===== config.mk =====
export PLATFORM = sky130hd
export DESIGN_NAME = lru_way_order_per_set
export DESIGN_NICKNAME = d
export VERILOG_FILES = /design/src/rtl/lruwo_pkg.sv /design/src/rtl/lru_way_order_per_set.sv /design/src/rtl/lruwo_row_update.sv
export SDC_FILE = /design/constraint.sdc
export NUM_CORES = 1
export LEC_CHECK = 0
export BUFFER_PORTS_ARGS = -buffer_cell sky130_fd_sc_hd__buf_2
export CAP_MARGIN = 20
export CORE_ASPECT_RATIO = 1.4
export CORE_UTILIZATION = 59
export CTS_BUF_LIST = sky130_fd_sc_hd__clkbuf_4
export DETAILED_ROUTE_END_ITERATION = 12
export HOLD_SLACK_MARGIN = 0.1
export PLACE_DENSITY = 0.75
export SYNTH_ARGS = -nofsm -noshare
export SYNTH_HDL_FRONTEND = slang
export SYNTH_SLANG_ARGS = --single-unit

===== constraint.sdc =====
create_clock -name i_clk -period 5.6 [get_ports i_clk]
set_input_delay 0.56 -clock i_clk [delete_from_list [all_inputs] [get_ports i_clk]]
set_output_delay 0.56 -clock i_clk [all_outputs]
set_load 0.1 [all_outputs]

===== src/rtl/lruwo_pkg.sv =====
// Shared types and field widths for the true-LRU way order block.
`default_nettype none

package lruwo_pkg;

    localparam int KIND_W   = 2;
    localparam int SET_W    = 6;
    localparam int WAY_W    = 2;
    localparam int VICTIM_W = 2;

    // Width used to compare way numbers of any supported width (up to 16 ways).
    localparam int WAYCMP_W = 5;

    typedef enum logic [KIND_W-1:0] {
        KIND_TOUCH      = 2'd0,
        KIND_INVALIDATE = 2'd1,
        KIND_QUERY      = 2'd2
    } t_kind;

    typedef struct packed {
        logic touch;
        logic inval;
    } t_upd_ctrl;

endpackage

`default_nettype wire


===== src/rtl/lru_way_order_per_set.sv =====
// Top level of the true-LRU way order block with its per-set order memory.
`default_nettype none

// True-LRU replacement state for a set-associative cache. Each set keeps the
// order of its ways from least to most recently used in one memory row. A
// touch request moves the way to the most recent end, an invalidate request
// moves it to the least recent end, and a query (or the unused kind code)
// leaves the order alone. Every request returns the victim way, the front of
// the set's order after the step; a set index at or beyond SETS returns way
// zero and changes nothing, and a way number at or beyond WAYS changes
// nothing. After reset the block writes the identity order into every row
// and holds o_in_stall high meanwhile. From then on it takes one request per
// cycle while the result is not stalled: the row is read on acceptance, then
// modified and written back as stage one advances, and a request to the set
// just written picks up the new row from a bypass register instead of the
// memory. The result sits in an output register, so a stalled result holds
// back at most one further request.
module lru_way_order_per_set
    import lruwo_pkg::*;
#(
    parameter int WAYS = 4,
    parameter int SETS = 64
) (
    input  wire logic                i_clk,
    input  wire logic                i_rst_n,
    input  wire logic                i_in_valid,
    output logic                     o_in_stall,
    input  wire logic [KIND_W-1:0]   i_kind,
    input  wire logic [SET_W-1:0]    i_set_index,
    input  wire logic [WAY_W-1:0]    i_way,
    output logic                     o_out_valid,
    input  wire logic                i_out_stall,
    output logic      [VICTIM_W-1:0] o_victim_way
);

    localparam int WBITS   = (WAYS > 1) ? $clog2(WAYS) : 1;
    localparam int SBITS   = (SETS > 1) ? $clog2(SETS) : 1;
    localparam int ROW_W   = WAYS * WBITS;
    localparam int SETX_W  = 16;

    typedef enum logic {
        ST_CLEAR,
        ST_RUN
    } t_state;

    t_state r_state;
    logic [SBITS-1:0] r_clr_idx;

    // Order memory: one row per set, way numbers packed from front to back.
    logic [ROW_W-1:0] mem [SETS];
    logic [ROW_W-1:0] r_rd_row;

    // Bypass for a request that reads the set being written in the same cycle.
    logic             r_fwd;
    logic [ROW_W-1:0] r_fwd_row;

    // Stage one: the accepted request waiting for its row.
    logic               r_s1_valid;
    logic [KIND_W-1:0]  r_s1_kind;
    logic [SBITS-1:0]   r_s1_addr;
    logic               r_s1_inrange;
    logic [WAY_W-1:0]   r_s1_way;

    logic                r_out_valid;
    logic [VICTIM_W-1:0] r_out_victim;

    logic [WAYS-1:0][WBITS-1:0] id_row;
    logic [WAYS-1:0][WBITS-1:0] cur_row;
    logic [WAYS-1:0][WBITS-1:0] new_row;
    logic [SETX_W-1:0]          in_set_ext;
    logic [SBITS-1:0]           in_addr;
    logic                       in_inrange;
    logic                       s1_adv;
    logic                       in_acc;
    logic                       s1_wr;
    logic                       mem_we;
    logic [SBITS-1:0]           mem_wa;
    logic [ROW_W-1:0]           mem_wd;
    logic [VICTIM_W-1:0]        victim;
    t_upd_ctrl                  upd_ctrl;

    always_comb begin
        for (int i = 0; i < WAYS; i++) begin
            id_row[i] = WBITS'(i);
        end
    end

    assign in_set_ext = SETX_W'(i_set_index);
    assign in_addr    = in_set_ext[SBITS-1:0];
    assign in_inrange = (32'(in_set_ext) < 32'(SETS));

    assign s1_adv     = !r_out_valid || !i_out_stall;
    assign o_in_stall = (r_state == ST_CLEAR) || (r_s1_valid && !s1_adv);
    assign in_acc     = i_in_valid && !o_in_stall;
    assign s1_wr      = r_s1_valid && s1_adv && r_s1_inrange;

    assign cur_row = r_fwd ? r_fwd_row : r_rd_row;

    always_comb begin
        upd_ctrl = '0;
        unique case (r_s1_kind)
            KIND_TOUCH:      upd_ctrl.touch = 1'b1;
            KIND_INVALIDATE: upd_ctrl.inval = 1'b1;
            default:         upd_ctrl       = '0;
        endcase
    end

    lruwo_row_update #(
        .WAYS  (WAYS),
        .WBITS (WBITS)
    ) u_row_update (
        .i_row  (cur_row),
        .i_ctrl (upd_ctrl),
        .i_way  (r_s1_way),
        .o_row  (new_row)
    );

    always_comb begin
        logic [WAYCMP_W-1:0] front_ext;
        front_ext = WAYCMP_W'(new_row[0]);
        victim    = r_s1_inrange ? front_ext[VICTIM_W-1:0] : '0;
    end

    // The single write port serves the clearing pass and the write-back.
    assign mem_we = (r_state == ST_CLEAR) || s1_wr;
    assign mem_wa = (r_state == ST_CLEAR) ? r_clr_idx : r_s1_addr;
    assign mem_wd = (r_state == ST_CLEAR) ? ROW_W'(id_row) : ROW_W'(new_row);

    always_ff @(posedge i_clk) begin
        if (mem_we) begin
            mem[mem_wa] <= mem_wd;
        end
        if (in_acc) begin
            r_rd_row <= mem[in_addr];
        end
    end

    // Payload registers of stage one and the bypass row.
    always_ff @(posedge i_clk) begin
        if (in_acc) begin
            r_s1_kind    <= i_kind;
            r_s1_addr    <= in_addr;
            r_s1_inrange <= in_inrange;
            r_s1_way     <= i_way;
            r_fwd_row    <= ROW_W'(new_row);
        end
    end

    // Control state, the clearing pass and the registered result.
    always_ff @(posedge i_clk) begin
        if (!i_rst_n) begin
            r_state      <= ST_CLEAR;
            r_clr_idx    <= '0;
            r_s1_valid   <= 1'b0;
            r_out_valid  <= 1'b0;
            r_fwd        <= 1'b0;
            r_out_victim <= '0;
        end else begin
            unique case (r_state)
                ST_CLEAR: begin
                    if (r_clr_idx == SBITS'(SETS - 1)) begin
                        r_state <= ST_RUN;
                    end else begin
                        r_clr_idx <= r_clr_idx + 1'b1;
                    end
                end
                ST_RUN: begin
                    r_state <= ST_RUN;
                end
                default: begin
                    r_state <= ST_CLEAR;
                end
            endcase

            if (in_acc) begin
                r_s1_valid <= 1'b1;
                r_fwd      <= s1_wr && (r_s1_addr == in_addr);
            end else if (s1_adv) begin
                r_s1_valid <= 1'b0;
            end

            if (r_s1_valid && s1_adv) begin
                r_out_valid  <= 1'b1;
                r_out_victim <= victim;
            end else if (!i_out_stall) begin
                r_out_valid <= 1'b0;
            end
        end
    end

    assign o_out_valid  = r_out_valid;
    assign o_victim_way = r_out_victim;

endmodule

`default_nettype wire


===== src/rtl/lruwo_row_update.sv =====
// Reorders one set's way permutation for a touch or an invalidate request.
`default_nettype none

module lruwo_row_update
    import lruwo_pkg::*;
#(
    parameter int WAYS  = 4,
    parameter int WBITS = 2
) (
    input  wire logic [WAYS-1:0][WBITS-1:0] i_row,
    input  wire t_upd_ctrl                  i_ctrl,
    input  wire logic [WAY_W-1:0]           i_way,
    output logic      [WAYS-1:0][WBITS-1:0] o_row
);

    logic [WAYCMP_W-1:0] way_ext;
    logic [WBITS-1:0]    way_val;
    logic                way_ok;
    logic [WAYS-1:0]     hit;
    logic [WAYS-1:0]     at_or_after;
    logic [WAYS-1:0]     strictly_after;
    logic                found;
    logic                seen;

    assign way_ext = WAYCMP_W'(i_way);
    assign way_val = way_ext[WBITS-1:0];
    assign way_ok  = (way_ext < WAYCMP_W'(WAYS));

    // Locate the requested way and mark the positions from its slot onwards.
    always_comb begin
        seen = 1'b0;
        for (int i = 0; i < WAYS; i++) begin
            hit[i]            = way_ok && (WAYCMP_W'(i_row[i]) == way_ext);
            strictly_after[i] = seen;
            seen              = seen | hit[i];
            at_or_after[i]    = seen;
        end
        found = seen;
    end

    always_comb begin
        for (int i = 0; i < WAYS; i++) begin
            o_row[i] = i_row[i];
            if (found && i_ctrl.touch && at_or_after[i]) begin
                o_row[i] = (i == WAYS - 1) ? way_val : i_row[(i + 1) % WAYS];
            end else if (found && i_ctrl.inval && !strictly_after[i]) begin
                o_row[i] = (i == 0) ? way_val : i_row[(i + WAYS - 1) % WAYS];
            end
        end
    end

endmodule

`default_nettype wire


Word-level counts from Yosys, hierarchy flattened
Memories as Yosys holds them, arrays and structs flattened. A register that Yosys moved wholly into a read port is not among the register bits.
Index checks and enable logic that the tools add are counted.

storage, ports and cells
  bits in registers = 31
  bits in writable memories = 512
  bits of input ports = 14
  logic and storage cells = 81
  memories kept = 1

cells by class
  $add $sub $neg = 1
  $lt $le $gt $ge = 2
  equal/unequal tests = 8
  multiplexer cells = 22
  bitwise operators = 5
  reduce and logical (&&, ||, !) cells = 31

memories
  memory  words  bits a word  rd ports  clocked after memory_dff  write ports  RTL line                     RTL
  mem     64     8            1         1                         1            lru_way_order_per_set.sv:50  logic [ROW_W-1:0] mem [SETS];

operator list
  cell                 count
  $logic_and 1x1->1    18
  $mux 2               9
  $mux 8               2
  $mux 1               9
  $eq 2x2->1           4
  $logic_not 1->1      7
  $lt 6x7->1 const B   1
  $add 6x1->6 const B  1
  $eq 6x6->1           1
  $eq 6x6->1 const B   1
  $mux 6               1
  $logic_or 1x1->1     3
  $lt 2x3->1 const B   1
  $or 1x1->1           3
  $eq 2x1->1 const B   1
  $logic_not 2->1      1
  $ne 2x1->1 const B   1
  $not 1->1            2
  $pmux 1 s2           1
  $reduce_and 2->1     1
  $reduce_bool 2->1    1

Logic depth before layout (Yosys ltp)
Gate-level depths: netlist of run 1.

  word-level depth = 11
  depth in mapped cells = 8
  depth with buffers taken out = 7

Cells and area by module
Synthesis of run 1 repeated with hierarchy kept, for this count alone.

unflattened totals
  cell total of the unflattened synthesis = 1,108
  area total of the unflattened synthesis = 21,916.0 um^2

by module, submodules not included
  module                 times used  cells each  area an instance (um^2)  seq. area each (um^2)
  lru_way_order_per_set  1           1,062       21,531.9                 16,395.7
  lruwo_row_update       1           46          384.1                    0.0

Worst setup path before layout of run 1
OpenSTA, ideal clock, no wires.

  path type = register to register
  start point = reg r_fwd
  end point = mem mem[0][0] (netlist bit) (data pin)
  data arrival time = 5.408 ns
  data required time = 4.736 ns
  setup slack = -0.672 ns
  cell stages (with the launch flop) = 9
  path buffers = 2
  period minus slack after synthesis = 6.272 ns
  cell sequence = dfxtp_1 -> buf_6 -> mux2_2 -> xnor2_1 -> a222oi_1 -> buf_4 -> a211oi_1 -> a41o_1 -> nor4_1

on the way
  word-level cells in the longest chain between the ends = 10

RTL lines
  element                                      RTL line                                        RTL
  start, declared                              lru_way_order_per_set.sv:54                     logic r_fwd;
  start signal, assigned                       lru_way_order_per_set.sv:177                    r_fwd <= s1_wr && (r_s1_addr == in_addr);
  $mux 8 *                                     lru_way_order_per_set.sv:97                     assign cur_row = r_fwd ? r_fwd_row : r_rd_row;
  $eq 2x2->1                                   lruwo_row_update.sv:33                          hit[i] = way_ok && (WAYCMP_W'(i_row[i]) == way_ext);
  $logic_and 1x1->1                            lruwo_row_update.sv:33
  $or 1x1->1 (3 in series)                     lruwo_row_update.sv:35                          seen = seen | hit[i];
  $logic_and 1x1->1, on equally long branches  lruwo_row_update.sv:46, lruwo_row_update.sv:44
  $mux 2 or $logic_and 1x1->1 (tied branches)  lruwo_row_update.sv:46, lruwo_row_update.sv:44
  $mux 2 *                                     lruwo_row_update.sv:44                          if (found && i_ctrl.touch && at_or_after[i]) begin
  $mux 8 *                                     lru_way_order_per_set.sv:127                    assign mem_wd = (r_state == ST_CLEAR) ? ROW_W'(id_row) : ROW_W'(new_row);
  named net mem_wd[0]                          lru_way_order_per_set.sv:78                     logic [ROW_W-1:0] mem_wd;
  end, declared                                lru_way_order_per_set.sv:50

Mark *: on every way through the listed nets, which the timed path passes. The rest lies on a longest branch.

Worst setup path after layout of run 1
  start point = reg r_fwd
  end point = mem mem[26][7] (netlist bit) (data pin)

on the way
  word-level cells in the longest chain between the ends = 11

RTL lines
  element                          RTL line                      RTL
  $mux 8 *                         lru_way_order_per_set.sv:97
  $eq 2x2->1                       lruwo_row_update.sv:33
  $logic_and 1x1->1                lruwo_row_update.sv:33
  $or 1x1->1 (3 in series)         lruwo_row_update.sv:35
  $logic_and 1x1->1 (2 in series)  lruwo_row_update.sv:46        end else if (found && i_ctrl.inval && !strictly_after[i]) begin
  $mux 2                           lruwo_row_update.sv:46
  $mux 2 *                         lruwo_row_update.sv:44
  $mux 8 *                         lru_way_order_per_set.sv:127
  named net mem_wd[7]              lru_way_order_per_set.sv:78

Marked as above.

==> results by group, run 1 <==
Status
  • Status: finished clean

Yosys
  • Syn avg cell area: 21.5 sq um
  • Cells after synthesis: 1012
  • Mux share of post-synthesis cell area: 0.183
  • Sequential share of the synthesized area: 0.752
  • Yosys reg bits: 550
  • Post-synthesis xor/xnor area fraction: 0.00763
  • Synth Net Count: 1027
  • Synth area leaders: edfxtp_1 74%, mux4_2 17%, nor2_1 1.3%, dfxtp_1 1.1%, nand2_1 0.69%
  • Dominant cell type by area after synthesis: edfxtp_1
  • Asr flop ratio synth: 0
  • Largest family of logic cells by synthesized area: multiplexers
  • Synth unique cells: 53
  • Share of the synthesized area in the top cell type: 0.741
  • Ys Warns: 0
  • Post-Synth Simple-Gate Area: 0.0290
  • Ys flop type: edfxtp_1
  • Post-Synth Adder-Cell Area: 0.000574
  • Netlist Area Pre-Place: between 20000 and 25000 sq um
  • Compound-Gate Fraction of Synth Area: 0.0174
  • EDFF count, synth: 538

Drt
  • Initial DRT Pass Iterations: 5
  • Post-route DRC: 0
  • DR WL/cell: 27.0 um
  • DRT antenna net count: 0
  • Initial DRC count: 1219
  • Via count: between 10000 and 15000
  • Avg Vias per Cell: 6.29
  • WL final: 46.2 mm

Timing
  • Setup Viol. Count Final: 0
  • Final setup TNS: 0 ps
  • Final Cycle Share: 0.658
  • Fmax: 0.272 GHz
  • Slew @ Worst Pin: 971 ps
  • Slew Viols, Final: 0
  • RSZ-0062 raised after global routing: no
  • Final hold viol count: 0
  • Relative slew slack: 0.351
  • Worst Skew: ~56 ps
  • Post-layout minimum cycle time: 3680 ps

Power and ir drop
  • Worst vdd ir: 165 uV
  • Pwr Density: 336 nW/um^2
  • Leakage: a little over 7 nW
  • Sw Share: 0.210
  • Internal Pwr Total: 6.50 mW
  • Combinational power share: 0.034
  • Sequential Power Share: 0.544
  • Clock Power Share: 0.422
  • Switching Power: 1.73 mW

Clock network
  • CTS root buf: clkbuf_4
  • Post-CTS resize count: 0
  • CTS clock-pin slew for the worst setup and hold paths: 70 ps
  • CTS Sinks: 550
  • Total CTS buffers: 130
  • CTS tree: yes
  • Clock Path Buffers: 3
  • H-tree levels: 4
  • Clock Latency Late Sink: 860 ps

Worst setup path
  • CP Buf/Inv Count: 2
  • Worst R2R End: mem[26][7]
  • Slowest cell on the critical path: dfxtp_1
  • Max incr delay on CP: 750 ps
  • CP Cell Sequence: mux2i_2 > xnor2_1 > a222oi_1 > buf_4 > nand4b_1 > mux2_1 > o211ai_1 > buf_4
  • CP delay by family, top: multiplexers
  • Reg-to-reg slack, setup: 1920 ps
  • Crit path max fanout: between 60 and 70
  • Worst Path Required: 6120 ps
  • Critical path depth in cells: 8
  • CP Launch Type: register
  • Most used cell, CP: buf_4
  • CP Class: register to register
  • Reg2reg path depth: 8
  • FF-to-FF Start: r_fwd
  • Critical Path End Type: register
  • CP arrival: between 4000 and 5000 ps

Layout
  • Filler instances: 2265
  • Commonest non-fill, non-tap cell in the layout: edfxtp_1
  • Fin cells: ~1700
  • Ratio of cells with drive above 1 in the final layout: 0.343
  • Commonest cells after routing, fill and taps aside: 538 x edfxtp_1, 177 x clkbuf_4, 168 x mux4_2, 76 x nor2_1, 40 x nand2_1
  • Synth-to-Final Area Change: 12.3%
  • Layout Utilization: 0.678
  • Fin nets: roughly 1200

Floorplanning
  • Die H: ~230 um
  • Width of the die: between 150 and 200 um
  • Initial Util: 0.604
  • Site row count: 82
  • Die area: 37700 sq um
  • Core area: 36100 sq um
  • I/O pins: 18

Global routing
  • Antenna violations before repair: 1
  • Total track usage: 0.262
  • Vias in the first global route: around 11000
  • Largest net degree at the start of global routing: 65
  • First-pass GRT wire length: 69.8 mm
  • Remaining Overflow, GRT: 0

Worst hold path
  • Hold depth: 4
  • Worst hold path endpoint: r_fwd
  • Hold Startpoint: i_in_valid
  • Hold Crit Class: primary input to register

Placed design
  • Inst Count DP: about 1500
  • Final GP Congestion: 0.886
  • Detail Placement HPWL: roughly 28 mm
  • Buffers added on ports: 17

Flow run
  • Max-cap viol count: 0
[metrics by stage]
stage                     cell area [sq um]  total power [mW]  hold slack (ps)  setup slack [ps]
after global placement                22500              4.84              470              1880
after global routing                  24500              8.49              163              1660
after detailed placement              22500              4.84              478              1800
final                                 24500              8.22              187              1920
after CTS                             24400              8.28              132              1770
after floorplan                       21800              4.75              494               209
[cell families (layout without fill, tap and decap cells)]
logic type | Yosys count | after routing
buf+inv | 53 | 292
other cells | 0 | 1
compound gates | 54 | 54
mux | 185 | 185
xor+xnor | 19 | 19
simple gates | 150 | 150
fa+ha+maj | 1 | 1
flops | 550 | 550
[state kept, by name (all words and copies together) (netlist names)]
register      cells
mem             512
o_out_valid       1
o_victim_way      2
r_clr_idx         6
r_fwd             1
r_fwd_row         8
r_rd_row          8
r_s1_addr         6
r_s1_kind         2
r_s1_valid        1
r_s1_way          2
r_state           1
[worst max-delay path by stage]
| stage | startpoint | endpoint | slack, ps |
|---|---|---|---|
| finish | r_fwd | mem[26][7] | 1920 |
| floorplan | r_fwd | mem[0][3] | 210 |
| global route | r_fwd | mem[37][7] | 1660 |
| global placement | r_fwd | mem[22][4] | 1880 |
| CTS | r_fwd | mem[35][1] | 1770 |
| detailed placement | r_fwd | mem[34][1] | 1800 |
[routing by layer]
| metal | wire, um | vias to the layer above | global-route usage |
|---|---|---|---|
| met5 | 0 | - | 0 |
| met4 | 1480 | 0 | 0.121 |
| met3 | 3050 | 94 | 0.0574 |
| met2 | 24500 | 486 | 0.434 |
| met1 | 17200 | 5597 | 0.333 |
| li1 | - | 4603 | - |
[worst min-delay path: cells and delay by family]
| kind | cells | cell delay (ps) |
|---|---|---|
| compound gates | 1 | 80 |
| simple gates | 2 | 250 |
| buf+inv | 1 | 80 |
[cell type report]
type	count	area (sq um)	area share
repair buffers	49	429	0.0175
flip-flops and latches	550	16400	0.670
diodes	1	2.50	0.000102
multi-input cells	409	5230	0.214
well taps	462	578	0.0236
clock buffers	177	1330	0.0543
clock inverters	58	483	0.0197
inverters	8	30.0	0.00123
[what timing repair did]
item	CTS	global route
setup buffers	0	0
endpoints found under the hold margin	17	0
hold buffers	9	0
[synthesized netlist by cell type, drive strengths merged (6+ instances only)]
library cell	n
clkbuf	25
nand3	9
inv	6
nand2	40
o21ai	17
xnor2	12
xor2	7
and2	6
a21oi	8
mux4	168
edfxtp	538
nor2	77
buf	20
mux2i	10
dfxtp	12
mux2	7
[power groups by stage]
stage                     clock, mW  sequential (mW)  combinational, mW
after floorplan                   0             4.56              0.196
after global placement            0             4.56              0.276
after detailed placement          0             4.56              0.279
after CTS                      3.53             4.47              0.284
after global routing           3.73             4.47              0.294
final                          3.47             4.47              0.281
Note: power is estimated with default switching activity, not from simulation.
==> run 2: changes to the inputs <==
- PLACE_DENSITY: 0.75 -> 0.72
- clock period: 5.6 -> 3.6 ns (I/O delays scaled with it)
==> run 2 against run 1 <==
  * First-iteration DRC count down 4.3%
  * Clock power increased by 49%
  * Cell count grew 1.5%
  * Utilization grew 0.79 points
  * Design area up 1.2%
  * Hold slack improved by 3.3 ps
  * Highest routed layer unchanged
==> results by group, run 2 (synthesis results as in run 1) <==
Worst setup path
  • CP Cell Sequence: mux2i_2 > xnor2_1 > a222oi_1 > buf_4 > nand4b_1 > mux2_2 > o211ai_1 > buf_12
  • Critical Path End Type: register
  • CP Launch Type: register
  • CP Class: register to register
  • Slowest cell on the critical path: a222oi_1
  • Worst Path Required: 4210 ps (-1910 ps)
  • CP Buf/Inv Count: 2 (unchanged)
  • CP delay by family, top: compound AO/OA/AOI/OAI gates
  • Crit path max fanout: 64 (unchanged)
  • CP arrival: 4020 ps (-190 ps)
  • Max incr delay on CP: 630 ps (-120 ps)

Drt
  • DR WL/cell: 26.9 um (-0.30%)
  • WL final: 46.8 mm (+1.2%)
  • Initial DRC count: 1166 (-4.3%)
  • Post-route DRC: 0 (unchanged)
  • Avg Vias per Cell: 6.30 (+0.11%)
  • DRT antenna net count: 0 (unchanged)
  • Via count: 10956 (+1.6%)
  • Initial DRT Pass Iterations: 8 (+3)

Flow run
  • Max-cap viol count: 0 (unchanged)

Power and ir drop
  • Switching Power: 2.58 mW (+49%)
  • Leakage: 7.31 nW (+3.0%)
  • Sequential Power Share: 0.552 (+0.008)
  • Sw Share: 0.204 (-0.00539)
  • Worst vdd ir: 271 uV (+65%)
  • Combinational power share: 0.038 (+0.004)
  • Total power: 12.6 mW (+53%)
  • Pwr Density: 509 nW/um^2 (+51%)
  • Internal Pwr Total: 10.0 mW (+54%)
  • Clock Power Share: 0.410 (-0.012)

Timing
  • RSZ-0062 raised after global routing: no
  • Slew Viols, Final: 0 (unchanged)
  • Slew @ Worst Pin: 967 ps (-3.45 ps)
  • Relative slew slack: 0.353 (+0.00231)
  • Final hold viol count: 0 (unchanged)
  • Setup ws final: 183 ps (-1730 ps)
  • Setup Viol. Count Final: 0 (unchanged)
  • Hold WS: 190 ps (+3.34 ps)
  • Post-layout minimum cycle time: 3420 ps (-266 ps)
  • Worst Skew: 44.1 ps (-12.4 ps)
  • Fmax: 0.293 GHz (+7.8%)
  • Final Cycle Share: 0.949 (+0.291)

Clock network
  • CTS Sinks: 550 (unchanged)
  • Post-CTS resize count: 0 (unchanged)
  • Clock Path Buffers: 3 (unchanged)
  • CTS clock-pin slew for the worst setup and hold paths: 60 ps (about the same)
  • Post-CTS Setup Inserts: 0 (unchanged)
  • Total CTS buffers: 130 (unchanged)
  • CTS root buf: clkbuf_4
  • H-tree levels: 4 (unchanged)
  • CTS tree: yes
  • Clock Latency Late Sink: 850 ps (about the same)

Layout
  • Layout Utilization: 0.686 (+0.00786)
  • Commonest non-fill, non-tap cell in the layout: edfxtp_1
  • Multi-input logic area: 5240 sq um (+0.14%)
  • Final instance area: 24800 sq um (+1.2%)
  • Max FFs per register: 512 (unchanged)
  • Filler instances: 2281 (+0.71%)
  • Fin nets: 1203 (+3.4%)
  • Synth-to-Final Area Change: 13.6%
  • Ratio of cells with drive above 1 in the final layout: 0.368 (+0.0246)
  • Register area: 16400 sq um (about the same)
  • Commonest cells after routing, fill and taps aside: 538 x edfxtp_1, 184 x clkbuf_4, 168 x mux4_2, 76 x nor2_1, 51 x buf_4
  • Largest Register: mem
  • Top Registers: mem x512, r_fwd_row x8, r_rd_row x8

Placed design
  • Final GP Congestion: 0.894 (+0.88%)
  • Post-Place Worst Slack: 283 ps (-1520 ps)
  • Detail Placement HPWL: 29.4 mm (+3.3%)
  • Buffers added on ports: 17 (unchanged)
  • Post-DP Area: 22900 sq um (+1.8%)

Global routing
  • Remaining Overflow, GRT: 0 (unchanged)
  • First-pass GRT wire length: 70.3 mm (+0.71%)
  • Largest net degree at the start of global routing: 65 (unchanged)
  • Vias in the first global route: 11489 (+0.82%)
  • Antenna violations before repair: 1 (unchanged)
  • Total track usage: 0.264 (+0.00198)

Floorplanning
  • Die area: 37700 sq um (unchanged)
  • Core area: 36100 sq um (unchanged)
  • Width of the die: 164 um (unchanged)
  • Initial Util: 0.604 (unchanged)
  • Site row count: 82 (unchanged)
  • Die H: 229 um (unchanged)
  • I/O pins: 18 (unchanged)

Worst hold path
  • Hold Crit Class: primary input to register

Status
  • Status: finished clean
==> run 2: layout make-up <==
| class | count | share of cell area |
|---|---|---|
| Timing Repair Buffer | 89 | 0.0324 |
| Clock buffer | 184 | 0.0558 |
| Sequential cell | 550 | 0.662 |
| Tap cell | 462 | 0.0233 |
| Antenna cell | 2 | 0.000202 |
| Clock inverter | 36 | 0.0133 |
| Multi-Input combinational cell | 409 | 0.212 |
| Inverter | 8 | 0.00126 |
==> run 2: final timing paths <==
path,to,cells past startpoint,start,slack (ps)
worst max register to register,mem[48][6],8,r_fwd,180
worst max-delay path,mem[48][6],8,r_fwd,180
worst min register to register,o_victim_way[0],2,o_victim_way[0],480
worst min-delay path,r_s1_addr[2],1,i_set_index[2],190
==> run 2: stage by stage <==
| stage | TNS, ps | instances |
|---|---|---|
| after CTS | 0 | 1738 |
| after floorplan | -93900 | 1012 |
| after global routing | 0 | 1739 |
| after global placement | 0 | 1507 |
| after detailed placement | 0 | 1507 |
| final | 0 | 1740 |
==> run 2: metal layers <==
metal,global-route usage,vias up,wire [um]
met5,0,-,0
met4,0.113,0,1520
met3,0.0547,121,3000
met2,0.452,480,25000
met1,0.326,5677,17300
li1,-,4678,-
==> run 2: power groups by stage <==
stage / Clock, mW / Combinational (mW) / Sequential [mW]
2_1_floorplan: 0 / 0.304 / 7.09
3_3_place_gp: 0 / 0.469 / 7.09
3_5_place_dp: 0 / 0.471 / 7.09
4_1_cts: 5.27 / 0.479 / 6.95
5_1_grt: 5.58 / 0.496 / 6.95
6_report: 5.17 / 0.475 / 6.95
==> run 2: worst reg2reg max path, stage by stage (launching register included) <==
cell and delay (ps):
dfxtp_2 570, mux2i_2 400, xnor2_1 180, a222oi_1 630, buf_4 270, nand4b_1 160, mux2_2 320, o211ai_1 290
buf_12 320
==> run 2: timing repair <==
action / CTS / global route
hold buffers: 11 / 0
hold endpoints to repair: 23 / 0
endpoints found under the setup margin: 0 / 1
==> run 3: changes to the inputs <==
- BUFFER_PORTS_ARGS: -buffer_cell sky130_fd_sc_hd__buf_2 -> not set
- CTS_BUF_LIST: sky130_fd_sc_hd__clkbuf_4 -> sky130_fd_sc_hd__clkbuf_8
- DONT_BUFFER_PORTS: not set -> 1
- SYNTH_HIERARCHICAL: not set -> 1
==> run 3 against run 2 <==
  * Count of clock-buffer cells in the layout down 99
  * Routed wire length is 9.7% higher
  * Critical path depth is the same
  * Sequential share of layout area grew 0.63 points
  * Die area grew 0.53%
  * Non-clock buffer count increased by 6
  * Maximum frequency is 6.8% higher
  * Clock skew is 18 ps lower
  * Setup slack better by 220 ps
  * Global-route usage up 2.0 points
  * Sequential power is essentially flat
==> results by group, run 3 <==
Status
  • Status: finished clean

Layout
  • Top Registers: mem x512, r_fwd_row x8, r_rd_row x8
  • Commonest cells after routing, fill and taps aside: 538 x edfxtp_1, 124 x mux4_2, 89 x nor2_1, 85 x clkbuf_8, 76 x buf_4
  • Max FFs per register: 512 (unchanged)
  • Ratio of cells with drive above 1 in the final layout: 0.263 (-0.105)
  • Layout Utilization: 0.669 (-0.0166)
  • Synth-to-Final Area Change: 11.9%
  • Fin cells: 1766 (+1.5%)
  • Final instance area: 24500 sq um (-0.96%)
  • Largest Register: mem
  • Commonest non-fill, non-tap cell in the layout: edfxtp_1
  • Fin nets: 1247 (+3.7%)
  • Filler instances: 2389 (+4.7%)

Worst setup path
  • Worst Path Required: 3890 ps (-320 ps)
  • CP arrival: 3480 ps (-540 ps)
  • Critical Path End Type: register
  • Crit path max fanout: 64 (unchanged)
  • CP Class: register to register
  • CP Launch Type: register
  • Reg-to-reg slack, setup: 400 ps (+220 ps)
  • Worst R2R End: mem[32][5]
  • FF-to-FF Start: r_fwd
  • Reg2reg path depth: 8 (unchanged)

Flow run
  • Max-cap viol count: 0 (unchanged)

Timing
  • Setup ws final: 402 ps (+218 ps)
  • Post-layout minimum cycle time: 3200 ps (-218 ps)
  • Relative slew slack: 0.321 (-0.0323)
  • Setup Viol. Count Final: 0 (unchanged)
  • Final setup TNS: 0 ps (unchanged)
  • Slew @ Worst Pin: 1020 ps (+50.7 ps)
  • Slew Viols, Final: 0 (unchanged)
  • Final hold viol count: 0 (unchanged)
  • Hold WS: 140 ps (-49.7 ps)
  • Final Cycle Share: 0.888 (-0.0606)
  • Worst Skew: 26.3 ps (-17.8 ps)
  • Fmax: 0.313 GHz (+6.8%)
  • RSZ-0062 raised after global routing: no

Clock network
  • Post-CTS resize count: 0 (unchanged)
  • CTS tree: yes
  • CTS root buf: clkbuf_8
  • CTS Sinks: 550 (unchanged)
  • Clock Latency Late Sink: 640 ps (-210 ps)
  • Clock Path Buffers: 3 (unchanged)
  • Total CTS buffers: 81 (-38%)
  • CTS clock-pin slew for the worst setup and hold paths: 60 ps (about the same)
  • H-tree levels: 3 (-1)

Yosys
  • Sequential share of the synthesized area: 0.748 (-0.00399)
  • Most frequent cell after synthesis: edfxtp_1
  • Synth unique cells: 53 (unchanged)
  • Share of the synthesized area in the top cell type: 0.737 (-0.00393)
  • Synth Net Count: 1123 (+9.3%)
  • Yosys reg bits: 550 (unchanged)
  • Ys Warns: 6 (+6)
  • Syn avg cell area: 19.8 sq um (-8.2%)
  • Synth cell count leaders: 538 x edfxtp_1, 124 x mux4_2, 89 x nor2_1
  • Netlist Area Pre-Place: 21900 sq um (+0.53%)
  • Asr flop ratio synth: 0 (unchanged)
  • Cells after synthesis: 1108 (+9.5%)
  • Ys flop type: edfxtp_1
  • EDFF count, synth: 538 (unchanged)
  • Synth area leaders: edfxtp_1 74%, mux4_2 13%, nor2_1 1.5%, dfxtp_1 1.1%, mux2_2 0.92%
  • Dominant cell type by area after synthesis: edfxtp_1

Worst hold path
  • Hold Startpoint: i_set_index[3]
  • Worst hold path endpoint: r_fwd
  • Hold depth: 4 (+3)
  • Hold Crit Class: primary input to register

Placed design
  • Post-Place Worst Slack: 425 ps (+142 ps)
  • Final GP Congestion: 0.851 (-4.9%)
  • Post-DP Area: 22800 sq um (-0.42%)
  • Detail Placement HPWL: 31.6 mm (+7.3%)
  • Inst Count DP: 1602 (+6.3%)
  • Buffers added on ports: 0 (-17)

Power and ir drop
  • Clock Power Share: 0.394 (-0.016)
  • Switching Power: 2.52 mW (-2.0%)
  • Combinational power share: 0.033 (-0.005)
  • Sequential Power Share: 0.573 (+0.021)
  • Worst vdd ir: 306 uV (+13%)
  • Sw Share: 0.208 (+0.00324)
  • Total power: 12.2 mW (-3.6%)
  • Internal Pwr Total: 9.63 mW (-3.9%)
  • Pwr Density: 496 nW/um^2 (-2.6%)
  • Leakage: 7.54 nW (+3.1%)

Floorplanning
  • Die H: 230 um (+0.27%)
  • Width of the die: 165 um (+0.26%)
  • Initial Util: 0.598 (-0.00579)
  • I/O pins: 18 (unchanged)
  • Die area: 37900 sq um (+0.53%)
  • Site row count: 83 (+1.2%)
  • Core area: 36700 sq um (+1.5%)

Drt
  • DRT antenna net count: 0 (unchanged)
  • DR WL/cell: 29.1 um (+8.1%)
  • WL final: 51.3 mm (+9.7%)
  • Via count: 11422 (+4.3%)
  • Post-route DRC: 0 (unchanged)
  • Initial DRT Pass Iterations: 5 (-3)
  • Initial DRC count: 1297 (+11%)
  • Avg Vias per Cell: 6.47 (+2.7%)

Global routing
  • Vias in the first global route: 11537 (+0.42%)
  • Largest net degree at the start of global routing: 127 (+95%)
  • Antenna violations before repair: 1 (unchanged)
  • Total track usage: 0.284 (+0.0196)
  • Remaining Overflow, GRT: 0 (unchanged)
  • First-pass GRT wire length: 75.1 mm (+6.9%)
==> run 3: changes by cell type after synthesis, sizes merged, moves of 10 or more <==
cell    before  now
mux4       168  126
nor3         4   18
nor2b        3   16
mux2         7   22
nand2b       0   16
mux2i       10   20
nor2        77   89
a22oi        1   13
buf         20   37
o22ai        0   19
==> run 3: critical path, stage by stage, from the launching register on <==
cell and delay (ps):
dfxtp_1 590, mux2_2 430, xnor2_1 150, a22oi_1 360
nand3b_2 220, mux2_1 320, mux2_2 270, nand2b_2 170
buf_4 290
==> run 3: power groups by stage <==
stage	clock network, mW	logic [mW]	registers [mW]
floorplan	0	0.341	7.09
global placement	0	0.385	7.09
detailed placement	0	0.388	7.09
CTS	4.86	0.405	6.96
global route	5.12	0.422	6.96
finish	4.79	0.406	6.96
==> run 3: worst max path at each step <==
stage	cells after the start	end	slack (ps)	from
after floorplan	8	mem[0][5]	270	r_fwd
after global placement	8	mem[24][5]	510	r_fwd
after detailed placement	8	mem[32][5]	420	r_fwd
after CTS	8	mem[32][5]	410	r_fwd
after global routing	8	mem[32][5]	190	r_fwd
final	8	mem[32][5]	400	r_fwd
==> run 3: final cells by class <==
type,count,area (sq um),area share
Antenna cell,1,2.50,0.000102
Clock buffer,85,1170,0.0477
Clock inverter,64,368,0.0150
Inverter,6,22.5,0.000918
Multi-Input combinational cell,498,5170,0.211
Sequential cell,550,16400,0.668
Tap cell,467,584,0.0238
Timing Repair Buffer,95,816,0.0333
==> run 3: layer usage <==
layer / routed length (um) / part of all wire / GRT usage
met3: 4060 / 0.079 / 0.0572
met2: 26200 / 0.51 / 0.462
met5: 0 / 0 / 0
met1: 18700 / 0.36 / 0.365
met4: 2430 / 0.047 / 0.141
==> run 3: cell families after synthesis <==
logic type,Yosys count,share of synthesized area
AO/OA/AOI/OAI,97,0.0319
XOR/XNOR,17,0.00748
adder cells (fa/ha/maj),1,0.000571
buffers and inverters,60,0.0167
flip-flops,550,0.748
multiplexers,168,0.150
AND/OR/NAND/NOR,215,0.0449
==> run 3: repair_timing <==
action,in CTS,in global routing
hold buffers,13,0
hold endpoints to repair,22,0
endpoints found under the setup margin,0,0
setup buffers,0,0
